File: src/rtl/core/qfct_pkg.sv
// shared types and constants for the quad frustum cull test
package qfct_pkg;

    // plane register file and tested planes
    localparam int PLANE_COUNT = 4;
    localparam int PLANE_REGS  = 4;
    localparam int TEST_COUNT  = (PLANE_COUNT < PLANE_REGS) ? PLANE_COUNT : PLANE_REGS;

    // configuration port
    localparam int CFG_IDX_W  = 3;
    localparam int CFG_DATA_W = 64;

    // datapath widths
    localparam int COORD_W = 32;
    localparam int COEF_W  = 16;
    localparam int PROD_W  = COEF_W + COORD_W;
    localparam int SUM_W   = 52;
    localparam int C_SHIFT = 15;

    // one packed plane register: a, b in Q2.14, c in Q16.16
    typedef struct packed {
        logic signed [COEF_W-1:0]  a;
        logic signed [COEF_W-1:0]  b;
        logic signed [COORD_W-1:0] c;
    } plane_t;

    // per-plane products of coefficients and quad terms
    typedef struct packed {
        logic signed [PROD_W-1:0] a_px;
        logic signed [PROD_W-1:0] b_py;
        logic signed [PROD_W-1:0] a_sx;
        logic signed [PROD_W-1:0] b_sy;
    } prod_t;

    // per-plane partial sums: center term and corner spread plus offset
    typedef struct packed {
        logic signed [SUM_W-1:0] center;
        logic signed [SUM_W-1:0] spread;
    } part_t;

endpackage

File: src/rtl/core/qfct_plane_eval.sv
// sum and sign stages: largest corner value per plane and cull decision
module qfct_plane_eval
    import qfct_pkg::*;
(
    input  logic                         clk,
    input  logic                         rst_n,
    input  logic                         in_valid,
    input  prod_t [TEST_COUNT-1:0]       prods,
    input  plane_t [PLANE_REGS-1:0]      planes,
    output logic                         done,
    output logic                         culled
);

    logic                   valid_reg;
    part_t [TEST_COUNT-1:0] part_reg;
    part_t [TEST_COUNT-1:0] part_next;
    logic                   done_reg;
    logic                   culled_reg;
    logic                   culled_next;

    // the best corner takes each size term with the sign that makes it positive:
    // max = 2*a*px + 2*b*py + |a*sx| + |b*sy| + c*2^15
    always_comb
    begin
        logic signed [SUM_W-1:0] ax;
        logic signed [SUM_W-1:0] by;
        logic signed [SUM_W-1:0] abs_ax;
        logic signed [SUM_W-1:0] abs_by;
        logic signed [SUM_W-1:0] c_ext;
        for (int p = 0; p < TEST_COUNT; p++)
        begin
            ax     = SUM_W'(prods[p].a_sx);
            by     = SUM_W'(prods[p].b_sy);
            abs_ax = ax[SUM_W-1] ? -ax : ax;
            abs_by = by[SUM_W-1] ? -by : by;
            c_ext  = SUM_W'(planes[p].c);
            part_next[p].center = (SUM_W'(prods[p].a_px) + SUM_W'(prods[p].b_py)) <<< 1;
            part_next[p].spread = abs_ax + abs_by + (c_ext <<< C_SHIFT);
        end
    end

    // final add and sign test, culled when some plane has no positive corner
    always_comb
    begin
        logic signed [SUM_W-1:0] total;
        culled_next = 1'b0;
        for (int p = 0; p < TEST_COUNT; p++)
        begin
            total = part_reg[p].center + part_reg[p].spread;
            if (total <= 0)
            begin
                culled_next = 1'b1;
            end
        end
    end

    // valid bits and result strobe
    always_ff @(posedge clk or negedge rst_n)
    begin
        if (!rst_n)
        begin
            valid_reg <= 1'b0;
            done_reg  <= 1'b0;
        end
        else
        begin
            valid_reg <= in_valid;
            done_reg  <= valid_reg;
        end
    end

    // payload registers
    always_ff @(posedge clk)
    begin
        part_reg   <= part_next;
        culled_reg <= culled_next;
    end

    assign done   = done_reg;
    assign culled = culled_reg;

endmodule

File: config.mk
export PLATFORM = sky130hd
export DESIGN_NAME = qfct_plane_eval
export DESIGN_NICKNAME = d
export VERILOG_FILES = /design/src/rtl/core/qfct_pkg.sv /design/src/rtl/core/qfct_plane_eval.sv
export SDC_FILE = /design/constraint.sdc
export NUM_CORES = 2
export LEC_CHECK = 0
export BUFFER_PORTS_ARGS = -buffer_cell sky130_fd_sc_hd__buf_2
export CORE_AREA = 3 3 397 399
export DETAILED_ROUTE_END_ITERATION = 10
export DIE_AREA = 0 0 400 402
export SLEW_MARGIN = 40
export SYNTH_ARGS = -nofsm -noshare
export SYNTH_HDL_FRONTEND = slang
export SYNTH_SLANG_ARGS = --single-unit
File: constraint.sdc
create_clock -name clk -period 6.6 [get_ports clk]
set_input_delay 0.99 -clock clk [delete_from_list [all_inputs] [get_ports clk]]
set_output_delay 0.99 -clock clk [all_outputs]
set_load 0.05 [all_outputs]
==> impl_metrics.ini <==
[power]
power_density_nw_per_um2 = 361.2
vdd_ir_drop_max_v = 0.0002250
p_leak_nw = 31.11

[yosys]
synth_edf_count = 0
synth_area_leader_cell = ha_1
dominantRegCellSynth = dfxtp_1
ys_ff_latch = 407
syn-cell-area_um2 = 51450
synth_most_common_cell = ha_1
synth_top_area_share_pct = 16.05
ys_types = 92
synth_area_leaders = ha_1 16%, dfxtp_1 16%, xnor2_1 7.3%, xor2_1 6.3%, fa_1 6.1%
synth_area_per_cell_um2 = 7.914
async_flop_share_pct = 0.4914
syn_inst = 6501
yosysWarnings = 0
yosysSeqAreaShare_pct = 15.86
synthTopCellsByCount = 660 x ha_1, 580 x inv_1, 546 x a21oi_1

[timing]
max-slew-margin-rel_pct = 39.45
fin_crit_sh_pct = 99.33
hold_viol = 0
drv_slew = 0
fin_skew_ps = 13.46
setup_viol = 0
setup_ws_ps = 44.50
min_period_ps = 6555
rsz0062_at_grt = yes
max_freq_ghz = 0.1525
worst_pin_slew_ps = 885.3

[critical_path]
critPathMaxFanout = 5
cp.required_ps = 7100
cp_slowest_cell = or4_4
crit_type = input port to register
cp-end-kind = register
slowest_delay_ps = 560
path_cells = buf_2 > or4_4 > or4_4 > nor2_4 > nand3_1 > or4_4 > or4_4 > or3_4 > or3_4 > nand2b_4 > or4_4 > o31ai_4 > xor2_1 > fa_1 > inv_2 > ha_4 > a21o_1 > a21o_1 > a21oi_2 > o211a_1 > nor4b_1 > or3_1
crit_top_cell = or4_4
arrival_ps = 7060
reg2reg_depth = 17
start_kind = input port

[route]
ant_nets = 0
drt_iter0_drc = 3734
wl_per_cell_um = 20.56
routed_wl_um = 206200
first_pass_iters = 6
vias = 53680
route.detailed.drc = 0
vias_per_cell = 5.352

[placed_design]
place_ws_ps = -683.9
placed_area_um2 = 62500
place_inst = 9890
hpwl_um = 179900
io_buffers = 900
gp_routability_congestion = 0.9534

[layout]
drive_gt1_share_pct = 21.87
fill_cells = 15770
multi_input_area_um2 = 41620
ff_latch_area_um2 = 8158
largest_register_ffs = 404
syn_to_final_growth_pct = 26.45
final_cell_area_um2 = 65060
nets = 9749
final_cells = 10030

[global_routing]
grt_pass1_wl_um = 307800
overflow = 0
grt_pass1_vias = 52190
grt_use_total_pct = 24.55
grt_max_degree = 43
antenna_found_initial = 99

[clocking]
path_clk_slew_ps = 60
cts.sinks = 407
cts_root_buffer = clkbuf_16
cts_buffers = 50
htree_levels = 2
clock_latency_ps = 620
cts_buffer_depth = 3
cts_tree = yes

[job]
drv_cap = 0

[die]
pin_count = 1029
initial_utilization_pct = 33.36
rows = 144
die_x_um = 400
core_um2 = 154200
dieArea_um2 = 160800
die_height_um = 402

[hold_path]
hp-class = input port to async pin

[status]
outcome = finished, final reports clean
## report_power, final
part	leakage [nW]	internal [mW]	switching, mW
logic	26.8	6.95	9.52
clock network	0.893	1.84	1.22
registers	3.44	3.41	0.557
## worst max-delay path: cells and delay by family
family                     cells  cell delay (ps)
adders and majority gates      2              800
buffers and inverters          2              160
AOI/OAI and AO/OA              5              940
and+or+nand+nor               12             4060
xor gates and xnor gates       1              120
## path summary, 6_finish.rpt
path	start	to	slack [ps]
worst max-delay path	prods[629]	part_reg[360]	40
worst min-delay path	rst_n	valid_reg	130
worst max register to register	part_reg[313]	culled	900
worst min register to register	valid_reg	done	350
max in group asynchronous	rst_n	done	6370
min in group clk	valid_reg	done	350
## kinds of logic after synthesis
logic type                 share of synthesized area (%)
AOI/OAI and AO/OA                                  26.02
and+or+nand+nor                                    16.85
adders and majority gates                          22.12
xor gates and xnor gates                           13.65
buffers and inverters                              5.087
DFF                                                15.86
muxes                                             0.4086
other                                           0.007288
## through the flow
| stage | total power, mW | util [%] | setup TNS, ps | hold slack (ps) |
|---|---|---|---|---|
| floorplan | 14.79 | - | -295.6 | 331.2 |
| global placement | 19.95 | 40.52 | -16430 | 340.6 |
| detailed placement | 20.00 | 40.53 | -17680 | 345.9 |
| CTS | 23.25 | 41.75 | 0 | 79.39 |
| global route | 25.42 | 42.15 | -258.5 | 95.25 |
| finish | 23.50 | 42.19 | 0 | 131.4 |
## repair_timing
item / 4_1_cts / 5_1_grt
endpoints found under the setup margin: 3 / 32
hold buffers: 0 / 0
buffers inserted: 2 / 6
gates resized for setup: 7 / 99
pin swaps: 6 / 40
## layout by cell type (no fill, tap or decap), drive strengths merged, types with 27 or more instances in the layout
cell type  synthesis  routed
a2111oi           29      29
a211oi            55      55
a21boi            32      32
a21o             275     275
a21oi            546     546
a31oi             52      52
and2              29      29
and3              52      52
buf                3    1446
clkbuf           113      58
dfxtp            405     405
diode              0      38
fa               156     156
ha               660     660
inv              580     588
nand2            447     447
nand2b           129     129
nand3            124     124
nand4             76      76
nor2             352     352
nor2b             74      74
nor3             106     106
nor4              45      45
o211ai            41      41
o21a              87      87
o21ai            439     439
o21bai            74      74
o31ai            124     124
o41ai             62      62
or2               27      27
or3               83      83
or4               82      82
xnor2            430     430
xor2             372     372
## layout make-up
type / instances / area share (%)
Antenna cell: 38 / 0.1462
Clock buffer: 58 / 2.062
Clock inverter: 36 / 0.7712
Inverter: 581 / 3.352
Multi-Input combinational cell: 5420 / 63.98
Sequential cell: 407 / 12.54
Tap cell: 2044 / 3.931
Timing Repair Buffer: 1446 / 13.22
## routing by layer
metal / wire [um] / up-vias / track usage (%)
met1: 93130 / 25240 / 33.05
met3: 14640 / 321 / 4.751
met4: 6951 / 70 / 7.640
met5: 493 / - / 0
li1: - / 26360 / -
met2: 91020 / 1688 / 39.39
Power figures use the tool's default switching activity.
